===== src/hdl/bpb_pkg.sv =====
`timescale 1ns / 1ps

package bpb_pkg;

    localparam int VALUE_W      = 32;
    localparam int DIGITS_W     = 4;
    localparam int BCD_W        = 40;
    localparam int BYTES_W      = 3;
    localparam int SIG_W        = 4;
    localparam int DIGIT_W      = 4;
    // Decimal digits a VALUE_W-bit number can have
    localparam int BCD_DIGITS   = 10;
    localparam int MAX_DIGITS_DEF = 10;
    localparam int BIT_CNT_W    = $clog2(VALUE_W);

    // Stream widths, rounded up to whole bytes
    localparam int S_TDATA_W    = ((VALUE_W + DIGITS_W + 7) / 8) * 8;
    localparam int M_TDATA_W    = ((BCD_W + BYTES_W + SIG_W + 7) / 8) * 8;

    // Controls driven from the sequencer into the cell row
    typedef struct packed {
        logic load;
        logic shift;
    } bpb_ctl_t;

endpackage


===== src/hdl/bpb_cell.sv =====
`timescale 1ns / 1ps

// One decimal digit of the shift-add-3 row.
module bpb_cell
(
    input  logic                         clk,
    input  logic                         clear,
    input  logic                         shift,
    input  logic                         din,
    output logic                         dout,
    output logic [bpb_pkg::DIGIT_W-1:0]  digit
);

    logic [bpb_pkg::DIGIT_W-1:0] digit_reg;
    logic [bpb_pkg::DIGIT_W-1:0] digit_next;
    logic [bpb_pkg::DIGIT_W-1:0] adj;

    // Add 3 when the digit would reach ten or more after the doubling
    assign adj  = (digit_reg >= bpb_pkg::DIGIT_W'(5)) ?
                  digit_reg + bpb_pkg::DIGIT_W'(3) : digit_reg;
    assign dout = adj[bpb_pkg::DIGIT_W-1];

    always_comb
    begin
        if (clear)
        begin
            digit_next = '0;
        end
        else if (shift)
        begin
            digit_next = {adj[bpb_pkg::DIGIT_W-2:0], din};
        end
        else
        begin
            digit_next = digit_reg;
        end
    end

    always_ff @(posedge clk)
    begin
        digit_reg <= digit_next;
    end

    assign digit = digit_reg;

endmodule


===== src/hdl/bpb_chain.sv =====
`timescale 1ns / 1ps

// Binary shift register feeding a row of BCD digit cells.
module bpb_chain
#(
    parameter int NUM_CELLS = bpb_pkg::BCD_DIGITS
)
(
    input  logic                                     clk,
    input  bpb_pkg::bpb_ctl_t                        ctl,
    input  logic [bpb_pkg::VALUE_W-1:0]              value,
    output logic [NUM_CELLS*bpb_pkg::DIGIT_W-1:0]    digits_vec,
    output logic                                     spill
);

    logic [bpb_pkg::VALUE_W-1:0] value_reg;
    logic                        spill_reg;
    logic [NUM_CELLS:0]          carry;

    // Binary bits enter the lowest cell, MSB first
    assign carry[0] = value_reg[bpb_pkg::VALUE_W-1];

    for (genvar i = 0; i < NUM_CELLS; i++)
    begin : g_cell
        bpb_cell u_cell
        (
            .clk   (clk),
            .clear (ctl.load),
            .shift (ctl.shift),
            .din   (carry[i]),
            .dout  (carry[i+1]),
            .digit (digits_vec[i*bpb_pkg::DIGIT_W +: bpb_pkg::DIGIT_W])
        );
    end

    always_ff @(posedge clk)
    begin
        if (ctl.load)
        begin
            value_reg <= value;
            spill_reg <= 1'b0;
        end
        else if (ctl.shift)
        begin
            value_reg <= {value_reg[bpb_pkg::VALUE_W-2:0], 1'b0};
            // Any bit leaving the top cell means the value exceeds the row
            spill_reg <= spill_reg | carry[NUM_CELLS];
        end
    end

    assign spill = spill_reg;

endmodule


===== src/hdl/binary_to_packed_bcd.sv =====
`timescale 1ns / 1ps

// Binary to packed BCD converter. Each input transfer carries a 32-bit
// unsigned value and a digit count; one output transfer returns the low
// 'digits' decimal digits as packed BCD (units digit in the low nibble,
// unused nibbles zero), the byte count (digits+1)/2 (one for a zero count),
// the number of significant digits capped at the count, and an overflow flag
// on m_axis_tuser that is set when nonzero higher digits were dropped. A
// count above MAX_DIGITS is treated as MAX_DIGITS. Conversion runs through a
// row of shift-add-3 digit cells, one input bit per clock: an item is loaded,
// shifted through all of its value bits, then finished into the output
// register, and one item is in work at a time. The result sits
// in an output register, so a new input is taken while a result still waits,
// but its finish stalls until that result is taken.
module binary_to_packed_bcd
#(
    parameter int MAX_DIGITS = bpb_pkg::MAX_DIGITS_DEF
)
(
    input  logic                              clk,
    input  logic                              rst_n,

    input  logic                              s_axis_tvalid,
    output logic                              s_axis_tready,
    // [31:0] value, [35:32] digits, [39:36] zero
    input  logic [bpb_pkg::S_TDATA_W-1:0]     s_axis_tdata,

    output logic                              m_axis_tvalid,
    input  logic                              m_axis_tready,
    // [39:0] bcd_packed, [42:40] byte_count, [46:43] sig_digits, [47] zero
    output logic [bpb_pkg::M_TDATA_W-1:0]     m_axis_tdata,
    // [0] overflow
    output logic                              m_axis_tuser
);

    // Digits above the row's top are never shown, so the row stops there
    localparam int NUM_CELLS = (MAX_DIGITS < bpb_pkg::BCD_DIGITS) ?
                               MAX_DIGITS : bpb_pkg::BCD_DIGITS;
    localparam int PAD_W     = bpb_pkg::M_TDATA_W - bpb_pkg::BCD_W
                               - bpb_pkg::BYTES_W - bpb_pkg::SIG_W;

    typedef enum logic [1:0] {
        ST_IDLE,
        ST_SHIFT,
        ST_FINISH
    } state_t;

    state_t                             state_reg;
    logic [bpb_pkg::BIT_CNT_W-1:0]      bit_cnt_reg;
    logic [bpb_pkg::DIGITS_W-1:0]       count_reg;
    logic                               m_valid_reg;
    logic [bpb_pkg::BCD_W-1:0]          bcd_reg;
    logic [bpb_pkg::BYTES_W-1:0]        bytes_reg;
    logic [bpb_pkg::SIG_W-1:0]          sig_reg;
    logic                               ovf_reg;

    logic [bpb_pkg::VALUE_W-1:0]        in_value;
    logic [bpb_pkg::DIGITS_W-1:0]       in_digits;
    logic [bpb_pkg::DIGITS_W-1:0]       in_count;
    logic                               in_xfer;
    logic                               out_free;
    logic                               fin_xfer;

    bpb_pkg::bpb_ctl_t                  ctl;
    logic [NUM_CELLS*bpb_pkg::DIGIT_W-1:0] digits_vec;
    logic                               spill;

    logic [bpb_pkg::BCD_W-1:0]          bcd_next;
    logic [bpb_pkg::BYTES_W-1:0]        bytes_next;
    logic [bpb_pkg::SIG_W-1:0]          sig_next;
    logic [bpb_pkg::SIG_W-1:0]          ndig;
    logic                               ovf_next;

    assign in_value  = s_axis_tdata[bpb_pkg::VALUE_W-1:0];
    assign in_digits = s_axis_tdata[bpb_pkg::VALUE_W +: bpb_pkg::DIGITS_W];

    // Saturate the digit count at MAX_DIGITS
    assign in_count  = (int'(in_digits) > MAX_DIGITS) ?
                       bpb_pkg::DIGITS_W'(MAX_DIGITS) : in_digits;

    assign s_axis_tready = (state_reg == ST_IDLE);
    assign in_xfer       = s_axis_tvalid && s_axis_tready;
    assign out_free      = !m_valid_reg || m_axis_tready;
    // A finished conversion moves into the output register this cycle
    assign fin_xfer      = (state_reg == ST_FINISH) && out_free;

    assign ctl.load  = in_xfer;
    assign ctl.shift = (state_reg == ST_SHIFT);

    bpb_chain
    #(
        .NUM_CELLS (NUM_CELLS)
    )
    u_chain
    (
        .clk        (clk),
        .ctl        (ctl),
        .value      (in_value),
        .digits_vec (digits_vec),
        .spill      (spill)
    );

    // Finish: mask digits at or above the count, find overflow and length
    always_comb
    begin
        bcd_next = '0;
        ovf_next = spill;
        ndig     = '0;
        for (int i = 0; i < NUM_CELLS; i++)
        begin
            if (bpb_pkg::SIG_W'(i) < count_reg)
            begin
                bcd_next[i*bpb_pkg::DIGIT_W +: bpb_pkg::DIGIT_W] =
                    digits_vec[i*bpb_pkg::DIGIT_W +: bpb_pkg::DIGIT_W];
            end
            else if (digits_vec[i*bpb_pkg::DIGIT_W +: bpb_pkg::DIGIT_W] != '0)
            begin
                ovf_next = 1'b1;
            end
            if (digits_vec[i*bpb_pkg::DIGIT_W +: bpb_pkg::DIGIT_W] != '0)
            begin
                ndig = bpb_pkg::SIG_W'(i + 1);
            end
        end
        // A spill past the top cell means every requested digit is significant
        if (spill || (ndig > count_reg))
        begin
            sig_next = count_reg;
        end
        else
        begin
            sig_next = ndig;
        end
        if (count_reg == '0)
        begin
            bytes_next = bpb_pkg::BYTES_W'(1);
        end
        else
        begin
            bytes_next = bpb_pkg::BYTES_W'(({1'b0, count_reg} + 5'd1) >> 1);
        end
    end

    always_ff @(posedge clk or negedge rst_n)
    begin
        if (!rst_n)
        begin
            state_reg   <= ST_IDLE;
            bit_cnt_reg <= '0;
            count_reg   <= '0;
            m_valid_reg <= 1'b0;
            bcd_reg     <= '0;
            bytes_reg   <= '0;
            sig_reg     <= '0;
            ovf_reg     <= 1'b0;
        end
        else
        begin
            // Show a finished result, or drop the shown one once it is taken
            if (fin_xfer)
            begin
                m_valid_reg <= 1'b1;
            end
            else if (m_axis_tready)
            begin
                m_valid_reg <= 1'b0;
            end
            unique case (state_reg)
                ST_IDLE:
                begin
                    if (in_xfer)
                    begin
                        count_reg   <= in_count;
                        bit_cnt_reg <= '0;
                        state_reg   <= ST_SHIFT;
                    end
                end
                ST_SHIFT:
                begin
                    bit_cnt_reg <= bit_cnt_reg + bpb_pkg::BIT_CNT_W'(1);
                    if (bit_cnt_reg == bpb_pkg::BIT_CNT_W'(bpb_pkg::VALUE_W - 1))
                    begin
                        state_reg <= ST_FINISH;
                    end
                end
                ST_FINISH:
                begin
                    // Hold here until the output register is free
                    if (fin_xfer)
                    begin
                        bcd_reg     <= bcd_next;
                        bytes_reg   <= bytes_next;
                        sig_reg     <= sig_next;
                        ovf_reg     <= ovf_next;
                        state_reg   <= ST_IDLE;
                    end
                end
                default:
                begin
                    state_reg <= ST_IDLE;
                end
            endcase
        end
    end

    assign m_axis_tvalid = m_valid_reg;
    assign m_axis_tdata  = {{PAD_W{1'b0}}, sig_reg, bytes_reg, bcd_reg};
    assign m_axis_tuser  = ovf_reg;

endmodule


===== config.mk =====
export PLATFORM = sky130hd
export DESIGN_NAME = binary_to_packed_bcd
export DESIGN_NICKNAME = d
export VERILOG_FILES = /design/src/hdl/bpb_pkg.sv /design/src/hdl/bpb_cell.sv /design/src/hdl/bpb_chain.sv /design/src/hdl/binary_to_packed_bcd.sv
export SDC_FILE = /design/constraint.sdc
export NUM_CORES = 1
export LEC_CHECK = 0
export BUFFER_PORTS_ARGS = -buffer_cell sky130_fd_sc_hd__buf_2
export CELL_PAD_IN_SITES_DETAIL_PLACEMENT = 2
export CELL_PAD_IN_SITES_GLOBAL_PLACEMENT = 2
export CORE_UTILIZATION = 38
export DETAILED_ROUTE_END_ITERATION = 8
export PLACE_DENSITY = 0.89
export SETUP_SLACK_MARGIN = 0.05
export SYNTH_ARGS = -nofsm -noshare
export SYNTH_HDL_FRONTEND = slang
export SYNTH_SLANG_ARGS = --single-unit

===== constraint.sdc =====
create_clock -name clk -period 5.3 [get_ports clk]
set_input_delay 0 -clock clk [delete_from_list [all_inputs] [get_ports clk]]
set_output_delay 0 -clock clk [all_outputs]
set_load 0.01 [all_outputs]

## After elaboration in Yosys (flattened, before gate mapping)

Cells that the tools add are included.

- Bits in registers: 133
- Input bits: 44
- Output and inout port bits: 51
- Word-level logic and storage cells: 148

- Add/subtract/negate cells: 12
- Magnitude comparators: 22
- Equal/unequal tests: 6
- Muxes and demuxes: 63
- Bitwise logic cells: 1
- Reduce and logical (&&, ||, !) cells: 24

Operators by type and width:

| operator | number |
|---|---|
| two-way mux 4 bit | 31 |
| two-way mux 32 bit | 2 |
| adder 4 x 2 -> 4 bit (second input constant) | 10 |
| >= comparator 4 x 3 -> 1 bit (second input constant) | 10 |
| nonzero test 4 bit | 10 |
| two-way mux 1 bit | 23 |
| < comparator 3 x 4 -> 1 bit (first input constant) | 4 |
| case mux 5 bit (2 select lines) | 1 |
| < comparator 1 x 4 -> 1 bit (first input constant) | 2 |
| < comparator 2 x 4 -> 1 bit (first input constant) | 2 |
| < comparator 4 bit (first input constant) | 2 |
| two-way mux 2 bit | 3 |
| case mux 2 bit (3 select lines) | 1 |
| AND reduction 2 bit | 3 |
| nonzero test 2 bit | 3 |
| adder 5 x 1 -> 5 bit (second input constant) | 1 |
| equality test 5 bit (second input constant) | 1 |
| two-way mux 5 bit | 1 |
| adder 4 x 1 -> 4 bit (second input constant) | 1 |
| greater-than comparator 4 bit | 1 |
| greater-than comparator 4 bit (second input constant) | 1 |
| logical NOT 4 bit | 1 |
| inequality test 2 bit (second input constant) | 2 |
| two-way mux 3 bit | 1 |
| 9 further kinds | 11 |

## Depth between registers and ports, before layout

Gate-level depths: netlist of run 1.

- Depth in word-level cells: 21
- Depth in mapped cells: 12
- Gate-level depth less buffers: 12

## Hierarchy

A second synthesis of run 1 with hierarchy kept.

- Cell total of the unflattened synthesis: 643
- Area total of the unflattened synthesis: 7,000.5 um2

By module, submodules not included:

| module | times used | cells each | area each (um2) | sequential area each (um2) |
|---|---|---|---|---|
| binary_to_packed_bcd | 1 | 261 | 2,882.8 | 1,501.4 |
| bpb_cell | 10 | 31 | 260.2 | 80.1 |
| bpb_chain | 1 | 72 | 1,515.2 | 980.9 |

## Worst setup path after synthesis of run 1

OpenSTA, ideal clock, no wires.

- Kind: reg2reg
- From: register u_chain.g_cell[4].u_cell.digit_reg, in the netlist u_chain.g_cell[4].u_cell.digit[0]
- To: register sig_reg[1] (netlist bit)
- Library setup time: 124 ps
- Arrival: 2,514 ps
- Required time: 5,176 ps
- Slack: 2,662 ps
- Cell stages (with the launch flop): 13
- Path buffers: 0
- Clock period less this slack: 2,638 ps
- Cell sequence: dfxtp_1 > inv_1 > ha_1 > or3b_4 > nor2b_2 > a21oi_1 > o21ai_2 > ha_1 > nor2b_1 > o21a_1 > o31ai_2 > a211oi_1 > a211o_1

- Longest elaborated chain between the ends: 10

Ends and longest elaborated chain:

| item | line | RTL |
|---|---|---|
| from (decl) | bpb_cell.sv:14 | `logic [bpb_pkg::DIGIT_W-1:0] digit_reg;` |
| from (signal assigned) | bpb_cell.sv:41 | `digit_reg <= digit_next;` |
| nonzero test 4 bit (*) | binary_to_packed_bcd.sv:120 | `if (digits_vec[i*bpb_pkg::DIGIT_W +: bpb_pkg::DIGIT_W] != '0)` |
| two-way mux 4 bit (*) (6 in a row) | binary_to_packed_bcd.sv:120 |  |
| greater-than comparator 4 bit | binary_to_packed_bcd.sv:126 | `if (spill \|\| (ndig > count_reg))` |
| logical OR 1 bit | binary_to_packed_bcd.sv:126 |  |
| two-way mux 4 bit (*) | binary_to_packed_bcd.sv:126 |  |
| to (signal assigned) | binary_to_packed_bcd.sv:193 | `sig_reg <= sig_next;` |
| to (decl) | binary_to_packed_bcd.sv:54 | `logic [bpb_pkg::SIG_W-1:0] sig_reg;` |

Every way passes the cells marked *; elsewhere a longest branch is shown, timed or not.
A chain may end at the register's enable or synchronous reset.

## Final worst setup path of run 1

- From: register u_chain.g_cell[1].u_cell.digit_reg, in the netlist u_chain.g_cell[1].u_cell.digit[0]
- To: register sig_reg[1] (netlist bit)

- Longest elaborated chain between the ends: 13

Ends and longest elaborated chain:

| item | line |
|---|---|
| from (decl) | bpb_cell.sv:14 |
| from (signal assigned) | bpb_cell.sv:41 |
| nonzero test 4 bit (*) | binary_to_packed_bcd.sv:120 |
| two-way mux 4 bit (*) (9 in a row) | binary_to_packed_bcd.sv:120 |
| greater-than comparator 4 bit | binary_to_packed_bcd.sv:126 |
| logical OR 1 bit | binary_to_packed_bcd.sv:126 |
| two-way mux 4 bit (*) | binary_to_packed_bcd.sv:126 |

Marked as above.

==> results of run 1 <==
## metrics by stage
stage | cell area, um2 | hold slack [ns]
after floorplan | 6347 | -0.2956
after global placement | 6969 | 0.1990
after detailed placement | 6969 | 0.2317
after CTS | 8006 | 0.2165
after global routing | 8006 | 0.2388
final | 8006 | 0.2120
## cell type report
cell class                 count  area (um2)
tap                          216       270.3
sequential                   133        3283
timing repair buffer         136       900.9
clock buffer                  20       478.0
fill                        1692        8109
clock inverter                12       148.9
multi-input combinational    471        2824
inverter                      27       101.3
## logic make-up after synthesis
group,count (synthesis)
other cells,1
buf+inv,60
xor+xnor,23
flops,133
simple gates,250
fa+ha+maj,30
compound gates,167
## routing by layer
layer / global-route usage / part of all wire
met2: 0.5056 / 0.54
met4: 0.1248 / 0.028
met3: 0.04977 / 0.037
met1: 0.3054 / 0.40
met5: 0 / 0
## where the power goes
part           switching (W)  internal, W  total [W]
Sequential          0.000354      0.00143    0.00178
Combinational        0.00103     0.000603    0.00163
Clock               0.000469     0.000790    0.00126
## layout by cell type, fill, tap and decap left out, types with 3 or more instances in the layout
cell	count
nand3_1	39
bufinv_16	3
xnor2_1	12
and3_1	3
nand2b_1	14
dfxtp_1	41
nand2_1	131
nor2_1	37
a22o_1	33
dfrtp_1	60
o21ai_0	60
o32ai_1	10
nor3b_2	4
buf_2	89
clkbuf_16	18
edfxtp_1	32
a21oi_1	40
o31ai_1	6
a211oi_1	3
ha_1	30
xor2_1	11
buf_4	6
a31oi_1	3
dlygate4sd3_1	41
clkinv_2	4
inv_1	27
## worst max path at each step
stage	start	to	slack (ns)	cells past startpoint
2_1_floorplan	u_chain.g_cell[4].u_cell.digit[0]	sig_reg[1]	2.66	12
3_3_place_gp	u_chain.g_cell[1].u_cell.digit[0]	sig_reg[1]	2.27	12
3_5_place_dp	u_chain.g_cell[1].u_cell.digit[0]	sig_reg[1]	2.14	12
4_1_cts	u_chain.g_cell[1].u_cell.digit[0]	sig_reg[1]	2.02	12
5_1_grt	u_chain.g_cell[5].u_cell.digit[0]	sig_reg[1]	1.79	11
6_report	u_chain.g_cell[1].u_cell.digit[0]	sig_reg[1]	1.97	11
## worst max-delay path: stages (launching register included)
cell	delay [ns]
dfxtp_1	0.38
inv_1	0.12
ha_1	0.22
nor3b_1	0.53
a211oi_1	0.16
o211ai_1	0.34
nand2_1	0.11
ha_1	0.28
a41oi_1	0.35
o31a_1	0.28
nor3_1	0.08
a211o_1	0.35
==> qor.csv, run 1 <==
stage,metric,value,unit
status,status,completed,
floorplan,initial_core_util,0.3939,
floorplan,placementRows,46,
min_path,hp-start,s_axis_tvalid,
global_routing,grt_pass1_vias,6512,
clock_tree,root_buffer,clkbuf_16,
finish,finalCoreUtilization,0.4968,
sta,slew_violations,0,
synth,synth_fa_ha_area_frac,0.05914,
place,port_buffers,89,
synth,synth_edf_count,32,
synth,ys_seq_area_frac,0.5172,
finish,drive_gt1_frac,0.1827,
sta,hold_viol,0,
synth,synth_compound_area_frac,0.1703,
clock_tree,post_cts_buffers,0,
finish,diodes,0,
global_routing,grt_use_total,0.2747,
clock_tree,cts_resized,0,
job,maxCapViolCount,0,
routing,first_pass_iters,4,
synth,synth_cell_type_count,51,
routing,drt-initial-drc-count,237,
critical_path,cp.arrival,3.63,ns
sta,layout_setup_ws,1.972,ns
synth,ys_ff_latch,133,
place,place_inst,942,
sta,finalCriticalPeriod,3.328,ns
floorplan,die-area,0.01722,mm2
power,p_leak,3.647,nW
routing,post-route-drc-count,0,
critical_path,cp_max_fo,5,
clock_tree,htreeDepth,4,
sta,final.setup.tns,0,ns
place,dp_hpwl,12.75,mm
routing,vias_per_cell,5.554,
clock_tree,cts_hold_buffers,41,
min_path,min_path_type,in -> reg,
critical_path,reg2reg_to,sig_reg[1],
synth,synth_ff_type,dfrtp_1,
synth,synthXorXnorAreaFrac,0.03174,
routing,postRouteAntennaNets,0,
routing,post_drt_wl_per_cell,22.09,um
place,dp_slack,2.139,ns
clock_tree,worstSkewPairLatency,0.44,ns
floorplan,die_h,131.2,um
clock_tree,clkSlewWorstSetupHoldPaths,0.06,ns
global_routing,antenna_found_initial,0,
synth,syn_area_per_cell,9.559,um2
critical_path,reg2reg_depth,11,
sta,fmaxAchievable,300.5,MHz
synth,synth_area,0.006347,mm2
clock_tree,cts.sinks,133,
sta,slew_headroom,0.3190,
synth,synthMuxAreaShare,0,
finish,final_cells,1015,
sta,tightest_slew,1.017,ns
min_path,min_to,bit_cnt_reg[0],
sta,clock_skew,0.01132,ns
critical_path,worst_setup_path_start_kind,flop,
min_path,hold_path_depth,5,
synth,synth_top_family_by_area,simple AND/OR/NAND/NOR gates,
sta,finalSetupViolations,0,
routing,vias,5637,
synth,synth_top_area_cell,dfrtp_1,
clock_tree,cts_tree,yes,
place,place.gp.congestion,0.8393,
synth,ys_top_cells_by_count,"nand2_1 (131), dfrtp_1 (60), o21ai_0 (60)",
routing,drt-total-wl,22.42,mm
synth,syn_inst,664,
clock_tree,clk_path_buf_depth,2,
synth,synth-simple-area-share,0.1817,
floorplan,die_width,131.2,um
clock_tree,numCtsBuffers,17,
synth,synth.most_common_cell,nand2_1,
power,p_total,0.004676,W
critical_path,r2r_setup_slack,1.97,ns
floorplan,ios,95,
synth,ys_warn_count,0,
critical_path,worstPathRequired,5.60,ns
power,powerDensity,584.0,mW/mm2
synth,synth.area.top_cells,"dfrtp_1 (24%), edfxtp_1 (15%), dfxtp_1 (13%)",
global_routing,grt.overflow.total,0,
finish,area_growth,26.14,%
synth,yosysTopAreaCellShare,0.2365,
critical_path,r2r-start,u_chain.g_cell[1].u_cell.digit[0],
sta,fin_crit_sh,0.6279,
global_routing,grt_max_degree,61,
critical_path,end_kind,flop,
critical_path,worstSetupPathType,reg -> reg,
synth,async_reset_ff_frac,0.4511,
finish,nets,860,
power,ir_worst_vdd,0.2874,mV
global_routing,grt_pass1_wl,36.44,mm
synth,syn-num-nets,738,
floorplan,core_area,0.01612,mm2
sta,rsz0062_at_grt,no,
(Power assumes the default switching activity.)
==> run 2, diff against run 1 <==
--- a/config.mk
+++ b/config.mk
@@ -5,12 +5,13 @@
 export SDC_FILE = /design/constraint.sdc
 export NUM_CORES = 1
 export LEC_CHECK = 0
+export ABC_AREA = 1
 export BUFFER_PORTS_ARGS = -buffer_cell sky130_fd_sc_hd__buf_2
 export CELL_PAD_IN_SITES_DETAIL_PLACEMENT = 2
 export CELL_PAD_IN_SITES_GLOBAL_PLACEMENT = 2
-export CORE_UTILIZATION = 38
+export CORE_UTILIZATION = 34
 export DETAILED_ROUTE_END_ITERATION = 8
-export PLACE_DENSITY = 0.89
+export PLACE_DENSITY = 0.84
 export SETUP_SLACK_MARGIN = 0.05
 export SYNTH_ARGS = -nofsm -noshare
 export SYNTH_HDL_FRONTEND = slang
==> constraint.sdc (replaced) <==
create_clock -name clk -period 3.4 [get_ports clk]
set_input_delay 0 -clock clk [delete_from_list [all_inputs] [get_ports clk]]
set_output_delay 0 -clock clk [all_outputs]
set_load 0.01 [all_outputs]
==> qor.csv, run 2 <==
stage,metric,value,unit
status,violations,DRC,
place,place.gp.congestion,0.9201,
finish,final.fill_count,1969,
critical_path,worst_setup_path_start_kind,flop,
synth,yosysTopAreaCellShare,0.2382,
synth,syn_area_per_cell,8.717,um2
job,maxCapViolCount,0,
floorplan,die-area,0.01908,mm2
synth,syn-num-nets,797,
routing,wl_met1,9.913,mm
finish,final_area,0.007956,mm2
sta,final.setup.tns,0,ns
synth,synth.area.top_cells,"dfrtp_1 (24%), edfxtp_1 (15%), dfxtp_1 (13%)",
critical_path,end_kind,flop,
synth,synth_cell_type_count,41,
clock_tree,numCtsBuffers,17,
sta,slew_headroom,0.5182,
routing,top_layer_used,met4,
clock_tree,worstSkewPairLatency,0.44,ns
sta,tightest_slew,0.7227,ns
floorplan,placementRows,49,
global_routing,antenna_found_initial,1,
floorplan,ios,95,
finish,seq_area,0.003283,mm2
critical_path,cp_num_buf_inv,3,
synth,synth_ff_type,dfrtp_1,
synth,async_reset_ff_frac,0.4511,
floorplan,initial_core_util,0.3485,
critical_path,slowest_stage,dfxtp_1,
clock_tree,clk_path_buf_depth,2,
clock_tree,clkSlewWorstSetupHoldPaths,0.06,ns
critical_path,cp_max_fo,6,
synth,ys_ff_latch,133,
sta,slew_violations,0,
clock_tree,cts.sinks,133,
power,powerDensity,1001,mW/mm2
finish,area_growth,26.25,%
routing,vias,5843,
sta,finalSetupViolations,0,
routing,drt-total-wl,23.97,mm
global_routing,grt_pass1_vias,6757,
power,ir_worst_vdd,0.3582,mV
routing,drt-initial-drc-count,315,
synth,synth.most_common_cell,nand2_1,
routing,dr_wl_met3,769,um
min_path,min_path_type,in -> reg,
synth,synth_top_area_cell,dfrtp_1,
sta,finalCriticalPeriod,3.077,ns
finish,multi_input_area,0.002614,mm2
critical_path,worstPathRequired,3.70,ns
floorplan,core_area,0.01809,mm2
floorplan,die_width,138.1,um
place,dp_hpwl,13.52,mm
sta,holdWs,0.08354,ns
critical_path,cp.arrival,3.38,ns
synth,synth_area,0.006302,mm2
critical_path,cp.depth,17,
critical_path,cpPeakStageDelay,0.45,ns
routing,wl_met2,12.10,mm
global_routing,grt_max_degree,46,
routing,postRouteAntennaNets,0,
synth,synth_edf_count,32,
status,status,"complete, but fails checks",
sta,hold_viol,0,
finish,layout_commonest_cell,nand2_1,
critical_path,worstSetupPathType,reg -> reg,
routing,post-route-drc-count,10,
routing,first_pass_iters,6,
sta,fin_crit_sh,0.9051,
synth,syn_inst,723,
global_routing,grt_use_total,0.2637,
clock_tree,cts_resized,0,
finish,nets,925,
global_routing,grt_pass1_wl,38.41,mm
synth,ys_seq_area_frac,0.5209,
synth,ys_warn_count,0,
critical_path,crit_path_cell_trace,inv_1 > ha_1 > inv_1 > nor3_2 > and2_2 > o21ai_1 > nand2_1 > nand3_1 > nand2_1 > ha_1 > a21oi_1 > o21ai_0 > o21ai_0 > nand2_1 > inv_1 > nor2_1 > o21ai_0,
sta,clock_skew,0.01707,ns
clock_tree,htreeDepth,4,
min_path,hold_path_depth,6,
floorplan,die_h,138.1,um
clock_tree,root_buffer,clkbuf_16,
routing,vias_per_cell,5.341,
routing,post_drt_wl_per_cell,21.91,um
global_routing,grt.overflow.total,0,
synth,ys_top_cells_by_count,"nand2_1 (206), o21ai_0 (80), inv_1 (66)",
sta,fmaxAchievable,324.9,MHz
place,dpl_cell_area,0.006964,mm2
sta,rsz0062_at_grt,no,
critical_path,cp_top_family,simple AND/OR/NAND/NOR gates,
clock_tree,cts_tree,yes,
finish,layout_common_cells,"nand2_1 (205), buf_2 (89), o21ai_0 (80)",
finish,drive_gt1_frac,0.1701,
power,p_leak,3.744,nW
critical_path,reg2reg_depth,17,
place,port_buffers,89,
-- run 2: repair_timing --
action                     in CTS  in global routing
hold buffers                   40                  0
setup buffers                   0                  0
setup endpoints to repair       0                  0
hold endpoints to repair       67                  0
-- run 2: final timing paths --
check	startpoint	to	slack, ns
max in group asynchronous	rst_n	bytes_reg[2]	2.27
max reg2reg	u_chain.g_cell[3].u_cell.digit[0]	sig_reg[3]	0.32
max	u_chain.g_cell[3].u_cell.digit[0]	sig_reg[3]	0.32
min in group asynchronous	rst_n	bcd_reg[9]	0.17
min reg2reg	sig_reg[0]	sig_reg[0]	0.48
min	s_axis_tvalid	u_chain.g_cell[3].u_cell.digit[2]	0.08
-- run 2: metrics by stage --
step	cells	worst slack [ns]	total power (W)	util
floorplan	723	1.191	0.004671	-
global placement	1021	0.8794	0.005346	0.3851
detailed placement	1021	0.6618	0.005665	0.3851
CTS	1093	0.4777	0.007703	0.4398
global route	1094	0.1064	0.008453	0.4399
finish	1094	0.3225	0.007966	0.4399
-- run 2: worst register-to-register path: cells and delay by family (launching register included) --
family          cells  cell delay [ns]
simple gates        7             0.84
compound gates      5             0.69
fa+ha+maj           2             0.61
flops               1             0.45
buf+inv             3             0.37
-- run 2: report_power, final --
part	switching (W)	total (W)	internal (W)
combinational	0.00222	0.00324	0.00103
sequential	0.000499	0.00281	0.00231
clock	0.000772	0.00191	0.00114
total	0.00349	0.00797	0.00448
-- run 2: cell families after synthesis --
kind of cell,count (synthesis),share of synthesized area
xor+xnor,9,0.01251
flops,133,0.5209
compound gates,183,0.1682
other cells,1,0.0005950
simple gates,267,0.1735
fa+ha+maj,30,0.05956
buf+inv,100,0.06472
-- run 2: final cells by class --
type                       count  share of cell area
multi-input combinational    490              0.3285
inverter                      74             0.03491
clock inverter                15             0.02060
sequential                   133              0.4126
clock buffer                  17             0.05347
timing repair buffer         135              0.1135
antenna                        1           0.0003145
tap                          229             0.03601
-- run 2: layer usage --
metal | GRT usage | vias to the layer above
li1 | - | 2678
met1 | 0.3056 | 2958
met2 | 0.4627 | 146
met3 | 0.04191 | 61
met4 | 0.1549 | 0
met5 | 0 | -
==> run 3, diff against run 2 <==
--- a/config.mk
+++ b/config.mk
@@ -5,13 +5,12 @@
 export SDC_FILE = /design/constraint.sdc
 export NUM_CORES = 1
 export LEC_CHECK = 0
-export ABC_AREA = 1
 export BUFFER_PORTS_ARGS = -buffer_cell sky130_fd_sc_hd__buf_2
 export CELL_PAD_IN_SITES_DETAIL_PLACEMENT = 2
 export CELL_PAD_IN_SITES_GLOBAL_PLACEMENT = 2
-export CORE_UTILIZATION = 34
+export CORE_UTILIZATION = 36
 export DETAILED_ROUTE_END_ITERATION = 8
-export PLACE_DENSITY = 0.84
+export PLACE_DENSITY = 0.85
 export SETUP_SLACK_MARGIN = 0.05
 export SYNTH_ARGS = -nofsm -noshare
 export SYNTH_HDL_FRONTEND = slang
==> qor.csv, run 3 (same netlist as run 1, synthesis figures left out) <==
stage,metric,value,unit
critical_path,path_common_cell,ha_1,
clock_tree,htreeDepth,4,
global_routing,grt_pass1_wl,34.53,mm
global_routing,grt_max_degree,64,
global_routing,grt_use_total,0.2520,
critical_path,slowest_stage,nor3b_1,
finish,diodes,0,
routing,vias,5568,
global_routing,antenna_found_initial,0,
critical_path,end_kind,flop,
clock_tree,worstSkewPairLatency,0.44,ns
critical_path,cp_top_family,compound AO/OA/AOI/OAI gates,
routing,postRouteAntennaNets,0,
sta,fmaxAchievable,318.5,MHz
power,p_leak,3.698,nW
clock_tree,root_buffer,clkbuf_16,
finish,multi_input_area,0.002826,mm2
power,powerDensity,910.8,mW/mm2
finish,drive_gt1_frac,0.1868,
critical_path,worstPathRequired,3.72,ns
finish,layout_commonest_cell,nand2_1,
sta,finalCriticalPeriod,3.139,ns
critical_path,worst_setup_path_start_kind,flop,
global_routing,met2_usage,0.4794,
power,internal_power,0.004579,W
clock_tree,clk_path_buf_depth,2,
critical_path,cp_num_buf_inv,1,
routing,drt-initial-drc-count,265,
sta,rsz0062_at_grt,no,
finish,layout_common_cells,"nand2_1 (131), buf_2 (89), o21ai_0 (60), dfrtp_1 (60)",
power,swShare,0.3803,
sta,layout_setup_ws,0.2607,ns
sta,hold_viol,0,
place,dp_hpwl,13.73,mm
status,status,completed,
global_routing,grt-busiest-layer,met2,
critical_path,reg2reg_depth,12,
sta,slew_violations,0,
floorplan,die_width,134.8,um
global_routing,use_met1,0.2727,
power,switching_power,0.002810,W
power,power_frac_comb,0.333,
floorplan,placementRows,48,
critical_path,cpPeakStageDelay,0.41,ns
job,maxCapViolCount,0,
global_routing,grt.overflow.total,0,
floorplan,die_h,134.8,um
routing,post_drt_wl_per_cell,20.92,um
floorplan,core_area,0.01724,mm2
routing,vias_per_cell,5.416,
sta,final.setup.tns,0,ns
critical_path,cp_max_fo,5,
place,dp_slack,0.3023,ns
routing,drt-total-wl,21.51,mm
sta,fin_crit_sh,0.9233,
power,p_total,0.007389,W
critical_path,cp.arrival,3.46,ns
routing,first_pass_iters,4,
min_path,min_path_type,in -> reg,
place,place.gp.congestion,0.8530,
floorplan,initial_core_util,0.3682,
floorplan,ios,95,
min_path,hold_path_depth,4,
power,pwr-share-clk,0.293,
finish,nets,864,
clock_tree,cts.sinks,133,
routing,post-route-drc-count,0,
power,ir_worst_vdd,0.3727,mV
critical_path,cp.depth,12,
global_routing,grt_use_met3,0.04354,
sta,slew_headroom,0.1916,
global_routing,grt_pass1_vias,6407,
floorplan,die-area,0.01817,mm2
clock_tree,post_cts_buffers,0,
place,port_buffers,89,
sta,clock_skew,0.009984,ns
clock_tree,cts_tree,yes,
sta,tightest_slew,1.213,ns
critical_path,worstSetupPathType,reg -> reg,
critical_path,crit_path_cell_trace,inv_1 > ha_1 > nor3b_1 > nand3_1 > a21oi_1 > o21ai_2 > ha_1 > nor2b_1 > o21a_1 > o31ai_2 > a211oi_1 > a211o_1,
finish,seq_area,0.003283,mm2
power,power_frac_seq,0.374,
sta,finalSetupViolations,0,
finish,area_growth,27.81,%
finish,final.fill_count,1779,
clock_tree,numCtsBuffers,17,
clock_tree,clkSlewWorstSetupHoldPaths,0.06,ns
[run 3: changes by cell type in the layout (fill, tap and decap cells not counted), moves of 13 or more]
cell and delta:
o21ai_0 -20, inv_1 -39, nand3_1 +20, nand2_1 -74, o31ai_1 -13, nand2b_1 +14
a22o_1 +31
[run 3: cell type report]
cell class                      count  area share
Timing Repair Buffer              140      0.1147
Sequential cell                   133      0.4047
Clock inverter                     13     0.02637
Multi-Input combinational cell    471      0.3484
Clock buffer                       19     0.05861
Tap cell                          225     0.03470
Inverter                           27     0.01249
[run 3: timing repair]
item / CTS / global route
hold buffers: 41 / 0
resized for setup: 0 / 1
hold endpoints to repair: 70 / 0
setup endpoints to repair: 0 / 1
[run 3: final timing paths]
path,endpoint,start,slack [ns]
max in group asynchronous,bcd_reg[21],rst_n,2.31
worst max register to register,sig_reg[1],u_chain.g_cell[1].u_cell.digit[0],0.26
worst min-delay path,state_reg[0],s_axis_tvalid,0.17
worst max-delay path,sig_reg[1],u_chain.g_cell[1].u_cell.digit[0],0.26
min in group asynchronous,bcd_reg[38],rst_n,0.19
worst min register to register,u_chain.g_cell[0].u_cell.digit[0],u_chain.value_reg[31],0.47
[run 3: layer usage]
metal	up-vias	routed length, um
li1	2560	-
met4	0	509
met3	42	658
met5	-	0
met2	127	11730
met1	2839	8611
[run 3: tightest hold or removal path: cells and delay by family]
kind	cells	cell delay [ns]
compound gates	1	0.13
buf+inv	2	0.36
simple gates	1	0.07
[run 3: through the flow]
| stage | hold WS [ns] | instances | instance area, um2 | utilization |
|---|---|---|---|---|
| after CTS | 0.1648 | 1028 | 8108 | 0.4704 |
| after global routing | 0.2150 | 1028 | 8113 | 0.4707 |
| after global placement | 0.1048 | 955 | 7008 | 0.4066 |
| after floorplan | -0.2956 | 664 | 6347 | - |
| after detailed placement | 0.1337 | 955 | 7008 | 0.4066 |
| final | 0.1743 | 1028 | 8113 | 0.4707 |
[run 3: power groups by stage]
stage / logic, W / clock network, W / registers (W)
2_1_floorplan: 0.00171 / 0 / 0.00257
3_3_place_gp: 0.00213 / 0 / 0.00271
3_5_place_dp: 0.00235 / 0 / 0.00278
4_1_cts: 0.00246 / 0.00219 / 0.00275
5_1_grt: 0.00276 / 0.00225 / 0.00283
6_report: 0.00246 / 0.00216 / 0.00276
